===== src/rtl/core/countdown_stopwatch_timer_macros.svh =====
// Assertion macros for the countdown timer and stopwatch.
// Each macro expects signals named clk and rst_n in the using scope.
`ifndef COUNTDOWN_STOPWATCH_TIMER_MACROS_SVH
`define COUNTDOWN_STOPWATCH_TIMER_MACROS_SVH

`ifndef SYNTH
// Check that cons holds in every cycle where ante holds
`define CDSW_ASSERT_IMPLIES(label, ante, cons) \
  label: assert property (@(posedge clk) disable iff (!rst_n) (ante) |-> (cons)) \
    else $error("cdsw: implication check failed");
// Check that cond never holds
`define CDSW_ASSERT_NEVER(label, cond) \
  label: assert property (@(posedge clk) disable iff (!rst_n) !(cond)) \
    else $error("cdsw: forbidden condition seen");
`else
`define CDSW_ASSERT_IMPLIES(label, ante, cons)
`define CDSW_ASSERT_NEVER(label, cond)
`endif

`endif


===== src/rtl/core/cdsw_pkg.sv =====
`timescale 1ns / 1ps

package cdsw_pkg;

  // Run status codes, also the status reported on the result channel
  typedef enum logic [2:0] {
    ST_OFF      = 3'd0,
    ST_CD_RUN   = 3'd1,
    ST_CD_PAUSE = 3'd2,
    ST_SW_RUN   = 3'd3,
    ST_SW_PAUSE = 3'd4
  } run_state_t;

  // Command codes; the remaining codes do nothing
  typedef enum logic [2:0] {
    CMD_TICK       = 3'd0,
    CMD_START_CD   = 3'd1,
    CMD_START_SW   = 3'd2,
    CMD_PLAY_PAUSE = 3'd3,
    CMD_STOP       = 3'd4
  } cmd_t;

  localparam logic [15:0] INTERVAL_RESET = 16'd1000;
  localparam logic [15:0] MS_PER_MIN     = 16'd60000;

  // Reciprocal constants: x / 1000 = (x * DIV1000_MAGIC) >> 38 for 32-bit x,
  // x / 60 = (x * DIV60_MAGIC_S) >> 28 for x below 6000000,
  // x / 60 = (x * DIV60_MAGIC_M) >> 22 for x below 74000
  localparam logic [28:0] DIV1000_MAGIC = 29'd274877907;
  localparam logic [22:0] DIV60_MAGIC_S = 23'd4473925;
  localparam logic [16:0] DIV60_MAGIC_M = 17'd69906;

  // Timer state captured after one item
  typedef struct packed {
    run_state_t  state;
    logic [31:0] clock_ms;
    logic [31:0] mark_time;
    logic [31:0] pause_time;
    logic        pulse;
  } snap_t;

  // Result fields known before the display split
  typedef struct packed {
    run_state_t  status;
    logic        overrun;
    logic [31:0] time_ms;
    logic        changed;
  } res_t;

endpackage


===== src/rtl/core/countdown_stopwatch_timer.sv =====
`timescale 1ns / 1ps

// Countdown timer and stopwatch on a millisecond clock.
// Input channel (in_valid/in_ready): one command per transfer; tick advances
// the clock by 1 ms, others start a countdown of in_start_minutes, start the
// stopwatch, toggle play/pause, or stop.
// Result channel (out_valid/out_ready): one result per command with status,
// overrun, time in ms, display minutes and seconds, and the changed pulse.
// Config channel (cfg_valid/cfg_ready): cfg_ready is always high; a transfer
// sets the changed interval in ms. Write it only while the block is idle.
// Path: a state update stage, a time/overrun stage, three reciprocal
// multiply stages, the last of which also forms the seconds digit, and a
// final subtract stage that forms the minutes digit.
// Throughput: one command per cycle; every stage is elastic, so a stalled
// receiver backs up the pipeline one stage at a time and in_ready drops only
// once all six stages are full.
// Reset: status off, all times zero, interval 1000 ms, pipeline empty.
module countdown_stopwatch_timer (
  input  logic        clk,
  input  logic        rst_n,
  input  logic        in_valid,
  output logic        in_ready,
  input  logic [2:0]  in_command,
  input  logic [9:0]  in_start_minutes,
  output logic        out_valid,
  input  logic        out_ready,
  output logic [2:0]  out_status,
  output logic        out_overrun,
  output logic [31:0] out_time_ms,
  output logic [5:0]  out_display_minutes,
  output logic [5:0]  out_display_seconds,
  output logic        out_changed,
  input  logic        cfg_valid,
  output logic        cfg_ready,
  input  logic [15:0] cfg_change_interval_ms
);
  import cdsw_pkg::*;

  logic  snap_valid, snap_ready;
  snap_t snap;
  logic  res_valid, res_ready;
  res_t  res;
  res_t  out_res;
  logic  cd_status;
  logic  run_status;
  logic  digit_wide;

  cdsw_state u_state (
    .clk                    (clk),
    .rst_n                  (rst_n),
    .in_valid               (in_valid),
    .in_ready               (in_ready),
    .in_command             (in_command),
    .in_start_minutes       (in_start_minutes),
    .cfg_valid              (cfg_valid),
    .cfg_ready              (cfg_ready),
    .cfg_change_interval_ms (cfg_change_interval_ms),
    .snap_valid             (snap_valid),
    .snap_ready             (snap_ready),
    .snap                   (snap)
  );

  cdsw_time u_time (
    .clk        (clk),
    .rst_n      (rst_n),
    .snap_valid (snap_valid),
    .snap_ready (snap_ready),
    .snap       (snap),
    .res_valid  (res_valid),
    .res_ready  (res_ready),
    .res        (res)
  );

  cdsw_digits u_digits (
    .clk         (clk),
    .rst_n       (rst_n),
    .res_valid   (res_valid),
    .res_ready   (res_ready),
    .res         (res),
    .out_valid   (out_valid),
    .out_ready   (out_ready),
    .out_res     (out_res),
    .out_minutes (out_display_minutes),
    .out_seconds (out_display_seconds)
  );

  assign out_status  = out_res.status;
  assign out_overrun = out_res.overrun;
  assign out_time_ms = out_res.time_ms;
  assign out_changed = out_res.changed;

  // Status classes and digit range seen on the result channel
  assign cd_status  = out_status == ST_CD_RUN || out_status == ST_CD_PAUSE;
  assign run_status = out_status == ST_CD_RUN || out_status == ST_SW_RUN;
  assign digit_wide = out_display_minutes > 6'd59 || out_display_seconds > 6'd59;

`include "countdown_stopwatch_timer_macros.svh"

  // Overrun only while a countdown is active
  `CDSW_ASSERT_IMPLIES(a_overrun_cd, out_valid && out_overrun, cd_status)
  // The changed pulse only comes while running
  `CDSW_ASSERT_IMPLIES(a_changed_run, out_valid && out_changed, run_status)
  // Off reports zero time
  `CDSW_ASSERT_IMPLIES(a_off_zero, out_valid && out_status == ST_OFF, out_time_ms == 32'd0)
  // Display digits stay below sixty
  `CDSW_ASSERT_NEVER(a_digit_range, out_valid && digit_wide)

endmodule


===== src/rtl/core/cdsw_state.sv =====
`timescale 1ns / 1ps

module cdsw_state (
  input  logic               clk,
  input  logic               rst_n,
  input  logic               in_valid,
  output logic               in_ready,
  input  logic [2:0]         in_command,
  input  logic [9:0]         in_start_minutes,
  input  logic               cfg_valid,
  output logic               cfg_ready,
  input  logic [15:0]        cfg_change_interval_ms,
  output logic               snap_valid,
  input  logic               snap_ready,
  output cdsw_pkg::snap_t    snap
);
  import cdsw_pkg::*;

  logic [15:0] interval_r;
  run_state_t  state_r, state_nxt;
  logic [31:0] clock_r, clock_nxt;
  logic [31:0] mark_r, mark_nxt;
  logic [31:0] pause_r, pause_nxt;
  logic [31:0] last_r, last_nxt;
  logic        pulse_nxt;
  logic        snap_v_r;
  snap_t       snap_r;
  cmd_t        cmd;
  logic [31:0] clock_inc;
  logic [31:0] change_lim;
  logic [25:0] cd_len;
  logic        accept;

  assign cmd        = cmd_t'(in_command);
  assign in_ready   = !snap_v_r || snap_ready;
  assign accept     = in_valid && in_ready;
  assign cfg_ready  = 1'b1;
  assign snap_valid = snap_v_r;
  assign snap       = snap_r;

  assign clock_inc  = clock_r + 32'd1;
  assign change_lim = last_r + {16'd0, interval_r};
  assign cd_len     = {16'd0, in_start_minutes} * {10'd0, MS_PER_MIN};

  // Apply one command to the timer state
  always_comb begin
    state_nxt = state_r;
    clock_nxt = clock_r;
    mark_nxt  = mark_r;
    pause_nxt = pause_r;
    last_nxt  = last_r;
    pulse_nxt = 1'b0;
    case (cmd)
      CMD_TICK: begin
        clock_nxt = clock_inc;
        if ((state_r == ST_CD_RUN || state_r == ST_SW_RUN) && clock_inc > change_lim) begin
          last_nxt  = clock_inc;
          pulse_nxt = 1'b1;
        end
      end
      CMD_START_CD: begin
        mark_nxt  = clock_r + {6'd0, cd_len};
        state_nxt = ST_CD_RUN;
        last_nxt  = clock_r;
      end
      CMD_START_SW: begin
        mark_nxt  = clock_r;
        state_nxt = ST_SW_RUN;
        last_nxt  = clock_r;
      end
      CMD_PLAY_PAUSE: begin
        case (state_r)
          ST_CD_RUN: begin
            state_nxt = ST_CD_PAUSE;
            pause_nxt = clock_r;
          end
          ST_SW_RUN: begin
            state_nxt = ST_SW_PAUSE;
            pause_nxt = clock_r;
          end
          ST_CD_PAUSE: begin
            state_nxt = ST_CD_RUN;
            mark_nxt  = mark_r + (clock_r - pause_r);
          end
          ST_SW_PAUSE: begin
            state_nxt = ST_SW_RUN;
            mark_nxt  = mark_r + (clock_r - pause_r);
          end
          default: begin
            state_nxt = state_r;
          end
        endcase
      end
      CMD_STOP: begin
        state_nxt = ST_OFF;
        mark_nxt  = 32'd0;
        pause_nxt = 32'd0;
        last_nxt  = 32'd0;
      end
      default: begin
        state_nxt = state_r;
      end
    endcase
  end

  // Hold timer state and the change interval
  always_ff @(posedge clk) begin
    if (!rst_n) begin
      interval_r <= INTERVAL_RESET;
      state_r    <= ST_OFF;
      clock_r    <= 32'd0;
      mark_r     <= 32'd0;
      pause_r    <= 32'd0;
      last_r     <= 32'd0;
    end else begin
      if (cfg_valid) begin
        interval_r <= cfg_change_interval_ms;
      end
      if (accept) begin
        state_r <= state_nxt;
        clock_r <= clock_nxt;
        mark_r  <= mark_nxt;
        pause_r <= pause_nxt;
        last_r  <= last_nxt;
      end
    end
  end

  // Capture the updated state for the result path
  always_ff @(posedge clk) begin
    if (!rst_n) begin
      snap_v_r <= 1'b0;
    end else if (in_ready) begin
      snap_v_r <= in_valid;
    end
  end

  always_ff @(posedge clk) begin
    if (accept) begin
      snap_r.state      <= state_nxt;
      snap_r.clock_ms   <= clock_nxt;
      snap_r.mark_time  <= mark_nxt;
      snap_r.pause_time <= pause_nxt;
      snap_r.pulse      <= pulse_nxt;
    end
  end

endmodule


===== src/rtl/core/cdsw_time.sv =====
`timescale 1ns / 1ps

module cdsw_time (
  input  logic            clk,
  input  logic            rst_n,
  input  logic            snap_valid,
  output logic            snap_ready,
  input  cdsw_pkg::snap_t snap,
  output logic            res_valid,
  input  logic            res_ready,
  output cdsw_pkg::res_t  res
);
  import cdsw_pkg::*;

  logic        res_v_r;
  res_t        res_r;
  logic [31:0] ref_ms;
  logic        over;
  logic [31:0] t_ms;

  assign snap_ready = !res_v_r || res_ready;
  assign res_valid  = res_v_r;
  assign res        = res_r;

  // Pick the running clock or the pause instant as the reference
  assign ref_ms = (snap.state == ST_CD_RUN || snap.state == ST_SW_RUN) ?
                  snap.clock_ms : snap.pause_time;

  // Countdown overrun and time left, past zero or elapsed
  always_comb begin
    over = 1'b0;
    t_ms = 32'd0;
    case (snap.state)
      ST_CD_RUN, ST_CD_PAUSE: begin
        over = snap.mark_time < ref_ms;
        t_ms = over ? (ref_ms - snap.mark_time) : (snap.mark_time - ref_ms);
      end
      ST_SW_RUN, ST_SW_PAUSE: begin
        t_ms = ref_ms - snap.mark_time;
      end
      default: begin
        t_ms = 32'd0;
      end
    endcase
  end

  always_ff @(posedge clk) begin
    if (!rst_n) begin
      res_v_r <= 1'b0;
    end else if (snap_ready) begin
      res_v_r <= snap_valid;
    end
  end

  always_ff @(posedge clk) begin
    if (snap_valid && snap_ready) begin
      res_r.status  <= snap.state;
      res_r.overrun <= over;
      res_r.time_ms <= t_ms;
      res_r.changed <= snap.pulse;
    end
  end

endmodule


===== src/rtl/core/cdsw_digits.sv =====
`timescale 1ns / 1ps

module cdsw_digits (
  input  logic           clk,
  input  logic           rst_n,
  input  logic           res_valid,
  output logic           res_ready,
  input  cdsw_pkg::res_t res,
  output logic           out_valid,
  input  logic           out_ready,
  output cdsw_pkg::res_t out_res,
  output logic [5:0]     out_minutes,
  output logic [5:0]     out_seconds
);
  import cdsw_pkg::*;

  // Stage A: seconds = time / 1000
  logic        va_r;
  res_t        res_a_r;
  logic [22:0] secs_a_r;
  logic [60:0] prod_a;
  // Stage B: total minutes = seconds / 60
  logic        vb_r;
  res_t        res_b_r;
  logic [22:0] secs_b_r;
  logic [16:0] mtot_b_r;
  logic [45:0] prod_b;
  // Stage C: seconds digit, hours = minutes / 60
  logic        vc_r;
  res_t        res_c_r;
  logic [5:0]  sec_c_r;
  logic [16:0] mtot_c_r;
  logic [11:0] hrs_c_r;
  logic [33:0] prod_c;
  logic [22:0] sec_diff;
  // Stage D: minutes digit, result register
  logic        vd_r;
  res_t        res_d_r;
  logic [5:0]  sec_d_r;
  logic [5:0]  min_d_r;
  logic [17:0] min_diff;

  logic rdy_a, rdy_b, rdy_c, rdy_d;

  // Ready travels back through the stages
  assign rdy_d     = !vd_r || out_ready;
  assign rdy_c     = !vc_r || rdy_d;
  assign rdy_b     = !vb_r || rdy_c;
  assign rdy_a     = !va_r || rdy_b;
  assign res_ready = rdy_a;

  assign prod_a   = {29'd0, res.time_ms} * {32'd0, DIV1000_MAGIC};
  assign prod_b   = {23'd0, secs_a_r} * {23'd0, DIV60_MAGIC_S};
  assign prod_c   = {17'd0, mtot_b_r} * {17'd0, DIV60_MAGIC_M};
  assign sec_diff = secs_b_r - ({mtot_b_r, 6'd0} - {4'd0, mtot_b_r, 2'd0});
  assign min_diff = {1'b0, mtot_c_r} - ({hrs_c_r, 6'd0} - {4'd0, hrs_c_r, 2'd0});

  // Advance stage valid flags
  always_ff @(posedge clk) begin
    if (!rst_n) begin
      va_r <= 1'b0;
      vb_r <= 1'b0;
      vc_r <= 1'b0;
      vd_r <= 1'b0;
    end else begin
      if (rdy_a) va_r <= res_valid;
      if (rdy_b) vb_r <= va_r;
      if (rdy_c) vc_r <= vb_r;
      if (rdy_d) vd_r <= vc_r;
    end
  end

  // Stage payloads load on a transfer into the stage
  always_ff @(posedge clk) begin
    if (res_valid && rdy_a) begin
      res_a_r  <= res;
      secs_a_r <= prod_a[60:38];
    end
    if (va_r && rdy_b) begin
      res_b_r  <= res_a_r;
      secs_b_r <= secs_a_r;
      mtot_b_r <= prod_b[44:28];
    end
    if (vb_r && rdy_c) begin
      res_c_r  <= res_b_r;
      sec_c_r  <= sec_diff[5:0];
      mtot_c_r <= mtot_b_r;
      hrs_c_r  <= prod_c[33:22];
    end
    if (vc_r && rdy_d) begin
      res_d_r <= res_c_r;
      sec_d_r <= sec_c_r;
      min_d_r <= min_diff[5:0];
    end
  end

  assign out_valid   = vd_r;
  assign out_res     = res_d_r;
  assign out_minutes = min_d_r;
  assign out_seconds = sec_d_r;

endmodule

===== config.mk =====
export PLATFORM = sky130hd
export DESIGN_NAME = countdown_stopwatch_timer
export DESIGN_NICKNAME = d
export VERILOG_FILES = /design/src/rtl/core/cdsw_pkg.sv /design/src/rtl/core/countdown_stopwatch_timer.sv /design/src/rtl/core/cdsw_state.sv /design/src/rtl/core/cdsw_time.sv /design/src/rtl/core/cdsw_digits.sv
export VERILOG_INCLUDE_DIRS = /design/src /design/src/rtl/core
export SDC_FILE = /design/constraint.sdc
export NUM_CORES = 2
export LEC_CHECK = 0
export BUFFER_PORTS_ARGS = -buffer_cell sky130_fd_sc_hd__buf_2
export CORE_MARGIN = 2
export CORE_UTILIZATION = 42
export CTS_CLUSTER_SIZE = 8
export DETAILED_ROUTE_END_ITERATION = 6
export GPL_TIMING_DRIVEN = 0
export PLACE_DENSITY = 0.57
export SLEW_MARGIN = 10
export SYNTH_ARGS = -nofsm -noshare
export SYNTH_HDL_FRONTEND = slang
export SYNTH_SLANG_ARGS = --single-unit

===== constraint.sdc =====
create_clock -name clk -period 9.69 [get_ports clk]
set_input_delay 0.969 -clock clk [delete_from_list [all_inputs] [get_ports clk]]
set_output_delay 0.969 -clock clk [all_outputs]
set_load 0.005 [all_outputs]

---- Yosys cells after proc, flatten, opt, wreduce, memory -nomap -nowiden ----
Index checks and enable logic that the tools add are counted.
operators by class
  add/sub/neg operators ................... 11
  multipliers ............................. 4
  magnitude comparators ................... 2
  equal/unequal tests ..................... 13
  mux-type cells .......................... 13
  reductions and logical operators ........ 29
operators with widths
  operator                                                               count
  32-bit two-way mux                                                     6
  32-bit one-hot mux with 2 select lines                                 2
  32-bit one-hot mux with 4 select lines                                 1
  32-bit one-hot mux with 3 select lines                                 1
  32-bit subtractor                                                      3
  32-bit by 29-bit multiplier with 61-bit output, second input constant  1
  23-bit by 23-bit multiplier with 45-bit output, second input constant  1
  32-bit by 1-bit adder with 32-bit output, second input constant        1
  32-bit by 16-bit adder with 32-bit output                              1
  32-bit by 26-bit adder with 32-bit output                              1
  32-bit adder                                                           1
  32-bit > comparator                                                    1
  32-bit < comparator                                                    1
  17-bit by 16-bit multiplier with 25-bit output, second input constant  1
  3-bit one-hot mux with 4 select lines                                  2
  10-bit by 11-bit multiplier with 21-bit output, second input constant  1
  3-bit by 2-bit equality test with 1-bit output, second input constant  6
  1-bit by 6-bit subtractor with 6-bit output, first input constant      2
  6-bit subtractor                                                       2
  2-bit OR reduction                                                     5
  3-bit by 1-bit equality test with 1-bit output, second input constant  3
  3-bit equality test, second input constant                             3
  1-bit logical OR                                                       8
  1-bit logical AND                                                      7
  6 further kinds                                                        11
word-level totals
  flip-flop bits (word level) ............. 512

---- Depth between registers and ports, before layout ----
  depth after elaboration ................. 9
  mapped depth ............................ 28

---- Hierarchy ----
From an unflattened synthesis, not the netlist that was laid out.
unflattened totals
  cell total of the unflattened synthesis .. 5320
  area, all modules ....................... 52444.0 sq um
by module, submodules not included
  module       times used  cells each  area each (sq um)  sequential area each (sq um)
  cdsw_digits  1           2338        27625.2            6746.5
  cdsw_state   1           2298        19391.1            5965.7
  cdsw_time    1           684         5427.7             1131.1

---- Least setup slack after synthesis ----
No wires, ideal clock.
  path type ............................... input to register
  from .................................... in in_start_minutes[8]
  to ...................................... reg u_state.mark_r[30]
  setup time .............................. 0.305 ns
  data arrival time ....................... 6.741 ns
  required time ........................... 9.385 ns
  setup slack ............................. 2.644 ns
  stages on the path ...................... 27
  buffers on the path ..................... 0
  cell sequence ........................... inv_1 ha_1 fa_1 fa_1 inv_1 fa_1 inv_1 fa_1 inv_1 ha_1 o21a_1 o31a_1 o21a_1 o21a_1 nor2_1 xnor2_1 ha_1 nand4_1 nor2_1 nand4_1 nand3_1 a41oi_1 or2_2 or4_1 o311a_1 o221ai_1 a31oi_1
on the way
  cells in the longest elaborated chain, start to end .. 3
RTL lines
  element                                         RTL line                         text
  from (decl)                                     countdown_stopwatch_timer.sv:24  input logic [9:0] in_start_minutes,
  10-bit by 11-bit multiplier with 21-bit output  cdsw_state.sv:43                 assign cd_len = {16'd0, in_start_minutes} * {10'd0, MS_PER_MIN};
  32-bit by 26-bit adder with 32-bit output       cdsw_state.sv:62                 mark_nxt = clock_r + {6'd0, cd_len};
  32-bit one-hot mux with 4 select lines          cdsw_state.sv:53                 case (cmd)
  to (signal assigned)                            cdsw_state.sv:122                mark_r <= mark_nxt;
  to (decl)                                       cdsw_state.sv:22                 logic [31:0] mark_r, mark_nxt;
Every way passes these cells.
A chain may end at the register's enable or synchronous reset.

---- Worst setup path after layout ----
  from .................................... reg u_time.res_r, in the netlist u_time.res[9]
  to ...................................... reg u_digits.secs_a_r[22], data pin
on the way
  cells in the longest elaborated chain, start to end .. 1
RTL lines
  element                                         RTL line           text
  from (decl)                                     cdsw_time.sv:16    res_t res_r;
  32-bit by 29-bit multiplier with 61-bit output  cdsw_digits.sv:52  assign prod_a = {29'd0, res.time_ms} * {32'd0, DIV1000_MAGIC};
  named net u_digits.prod_a[60]                   cdsw_digits.sv:21  logic [60:0] prod_a;
  to (signal assigned)                            cdsw_digits.sv:77  secs_a_r <= prod_a[60:38];
  to (decl)                                       cdsw_digits.sv:20  logic [22:0] secs_a_r;
The timed path passes the listed nets, and every way through them passes these cells.

==> impl_metrics.yaml <==
outcome:
  result_of_the_run: "finished, violations left"
  violated_checks: "max-capacitance violations, max-slew violations"
synth:
  synth_area_per_inst_um2: 9.83
  synth-async-reset-ratio_pct: 0
  synth.distinct_cells: 94
  synthesis.yosys.warnings: 0
  synthXorXnorAreaFrac_pct: 3.82
  netlist_top_cells_area: "ha_1 21%, edfxtp_1 21%, fa_1 18%, inv_1 7.3%, dfxtp_1 5.9%"
  yosys.area.top_type_share_pct: 20.8
  post-synth-top-area-cell: "ha_1"
  synth_area_um2: 52000
  fraction_of_the_mapped_netlist_area_in_compound_gates_pct: 13.1
  ys.flop_type: "edfxtp_1"
  postSynthRegisterBits: 512
  share_of_the_yosys_chip_area_belonging_to_registers_pct: 26.6
  synth.net_count: 6652
  synth_adder_area_share_pct: 38.5
  synth_top_family_by_area: "adder cells"
  synthSimpleGateAreaFrac_pct: 8.20
  syn_inst: 5294
  synth_mux_area_share_pct: 1.16
  synth-edff-count: 359
  post-synth-top-count-cell: "inv_1"
  yosys-top-cells-count: "1013 x inv_1, 866 x ha_1, 458 x fa_1"
global_route:
  antenna_found_initial: 0
  gr-max-usage-layer: "met2"
  use_met2_pct: 39.9
  grt_remaining_overflow: 0
  largest_net_degree_at_the_start_of_global_routing: 40
  gr-usage-met3_pct: 2.58
  grt_pass1_vias: 38870
  grt_util_all_layers_pct: 23.4
  wire_length_of_the_first_global_routing_pass_mm: 226
  gr-usage-met1_pct: 30.1
cells_and_area:
  layout.cells.non_filler: 7144
  layout-drive-gt1-share_pct: 4.72
  area_delta_synth_final_pct: 9.43
  num-fill-cells: 11808
  finalNetCount: 6822
place:
  buffer_ports.inserted: 80
  dpl.hpwl_mm: 119
  gp_congestion: 0.994
  place_inst: 7023
worst_setup_path:
  worstSetupPathType: "reg -> reg"
  cp_data_required_time_ns: 10.09
  critPathLaunchType: "register"
  timing.critical_path.fanout_max: 12
  endpoint_kind: "register"
  critPathMaxStageDelay_ns: 1.02
  critical_path.slowest_cell: "edfxtp_1"
  critical_path_arrival_ns: 9.13
  timing.critical_path.cells: "ha_1 > fa_1 > fa_1 > inv_1 > fa_1 > inv_1 > fa_1 > fa_1 > fa_1 > inv_1 > fa_1 > inv_1 > ha_1 > a211o_1 > a2111oi_1 > a211oi_1 > o31a_1 > a31oi_1 > o22ai_1 > a21bo_2 > a21o_1 > a21o_1"
  cpMostUsedCell: "fa_1"
timing:
  max_slew.worst_pin.slew_ns: 1.50
  fmax_mhz: 115
  setup_total_negative_slack_ns: 0
  setup-violations-final: 0
  report.final.hold_viol_count: 0
  timing.final.crit_period_ns: 8.72
  slew-limit-headroom_pct: -0.323
  rsz0062_at_grt: "false"
  timing.final.max_slew_violations: 10
  fin_worst_skew_ns: 0.0379
  post-route-period-util_pct: 90.0
drt:
  avgRoutedWirePerCell_um: 20.5
  routed_via_density: 5.29
  postRouteAntennaNets: 0
  drc_errors: 0
  wirelength_mm: 146
  vias: 37766
  detail_route.iter0.violations: 2323
  dr.pass1.iters: 6
job:
  timing.max_cap.violations: 1
clock_tree:
  cts.path.max_buffers: 3
  ctsResizeCount: 0
  clkTransAtPathRegs_ns: 0.05
  insertion_delay_to_the_later_sink_of_the_worst_skew_pair_ns: 0.67
  cts.hold.buffers_added: 0
  clock_sinks: 512
  tritoncts.num_buffers: 76
  cts_post_setup_buffers_inserted: 0
  cts-root-buf: "clkbuf_16"
  max_h_tree_level: 3
  cts_tree: "yes"
floorplanning:
  die_h_um: 356
  placeable_core_region_um2: 123000
  start_util_pct: 42.2
  die_width_um: 356
  design.die.area_um2: 127000
  std_cell_rows: 129
  io_pins: 86
min_path:
  hold_path.class: "reg -> reg"
## path summary, 6_finish.rpt
check | depth (start not counted) | from | endpoint | slack [ns]
worst max-delay path | 22 | u_time.res[9] | u_digits.secs_a_r[22] | 0.97
worst min-delay path | 0 | u_digits.res_c_r[6] | u_digits.out_res[6] | 0.40
worst max register to register | 22 | u_time.res[9] | u_digits.secs_a_r[22] | 0.97
worst min register to register | 0 | u_digits.res_c_r[6] | u_digits.out_res[6] | 0.40
## metal layers
| metal | up-vias | wire length, µm |
|---|---|---|
| li1 | 18265 | - |
| met1 | 18247 | 63600 |
| met2 | 972 | 70200 |
| met3 | 282 | 6070 |
| met4 | 0 | 6420 |
| met5 | - | 0 |
## sequential cells by signal, indices dropped and copies added, names as in the netlist, 37 cells and up
name and cells:
u_time.res 37, u_state.snap 100, u_digits.res_c_r 37, u_digits.out_res 37, u_digits.res_b_r 37, u_digits.res_a_r 37
## metrics by stage
stage / util [%] / area [µm²] / hold WS (ns) / setup WS (ns)
3_3_place_gp: 44.2 / 54500 / 0.401 / 0.884
4_1_cts: 46.2 / 56900 / 0.400 / 0.829
2_1_floorplan: - / 52000 / 0.400 / 2.64
5_1_grt: 46.2 / 56900 / 0.409 / 0.677
3_5_place_dp: 44.4 / 54800 / 0.405 / 0.800
6_report: 46.2 / 56900 / 0.397 / 0.966
## cells by family after synthesis
group | Yosys count
XOR/XNOR | 227
adder cells (fa/ha/maj) | 1325
flip-flops | 512
AND/OR/NAND/NOR | 932
other | 1
multiplexers | 59
AO/OA/AOI/OAI | 1056
buffers and inverters | 1182
## cell type report
| class | count | area (µm²) | area share, % |
|---|---|---|---|
| timing repair buffer | 92 | 641 | 1.13 |
| clock buffer | 111 | 2100 | 3.68 |
| multi-input combinational | 3600 | 33700 | 59.3 |
| tap | 1637 | 2050 | 3.60 |
| antenna | 2 | 5.00 | 0.00879 |
| inverter | 1023 | 3840 | 6.74 |
| sequential | 512 | 13800 | 24.3 |
| clock inverter | 8 | 72.6 | 0.127 |
| buffer | 159 | 649 | 1.14 |
## critical path: cells and delay by family, from the launching register on
kind                     cells  cell delay [ns]
AO/OA/AOI/OAI                9             3.25
flip-flops                   1             1.02
adder cells (fa/ha/maj)      9             4.02
buffers and inverters        4             0.20
## placed cells by master, fill, tap and decap left out, drive strengths merged, types with 13 or more instances in the layout
| master | count |
|---|---|
| buf | 117 |
| a221oi | 39 |
| inv | 1020 |
| and2 | 13 |
| nor2 | 268 |
| fa | 458 |
| nand2b | 24 |
| o21bai | 25 |
| edfxtp | 359 |
| nand2 | 326 |
| a211oi | 36 |
| a21o | 155 |
| nand3 | 63 |
| nor3 | 78 |
| nor2b | 32 |
| o21ai | 207 |
| o31ai | 17 |
| ha | 866 |
| and3 | 19 |
| a21oi | 345 |
| nand4 | 38 |
| o21a | 30 |
| xnor2 | 165 |
| or3 | 22 |
| o211ai | 16 |
| a31oi | 28 |
| dfxtp | 153 |
| a22oi | 13 |
| mux2i | 49 |
| xor2 | 62 |
| clkbuf | 245 |
Power is left out: the tool's default activity adds up to more than one toggle a clock period on the data nets, which glitch-free logic cannot reach.
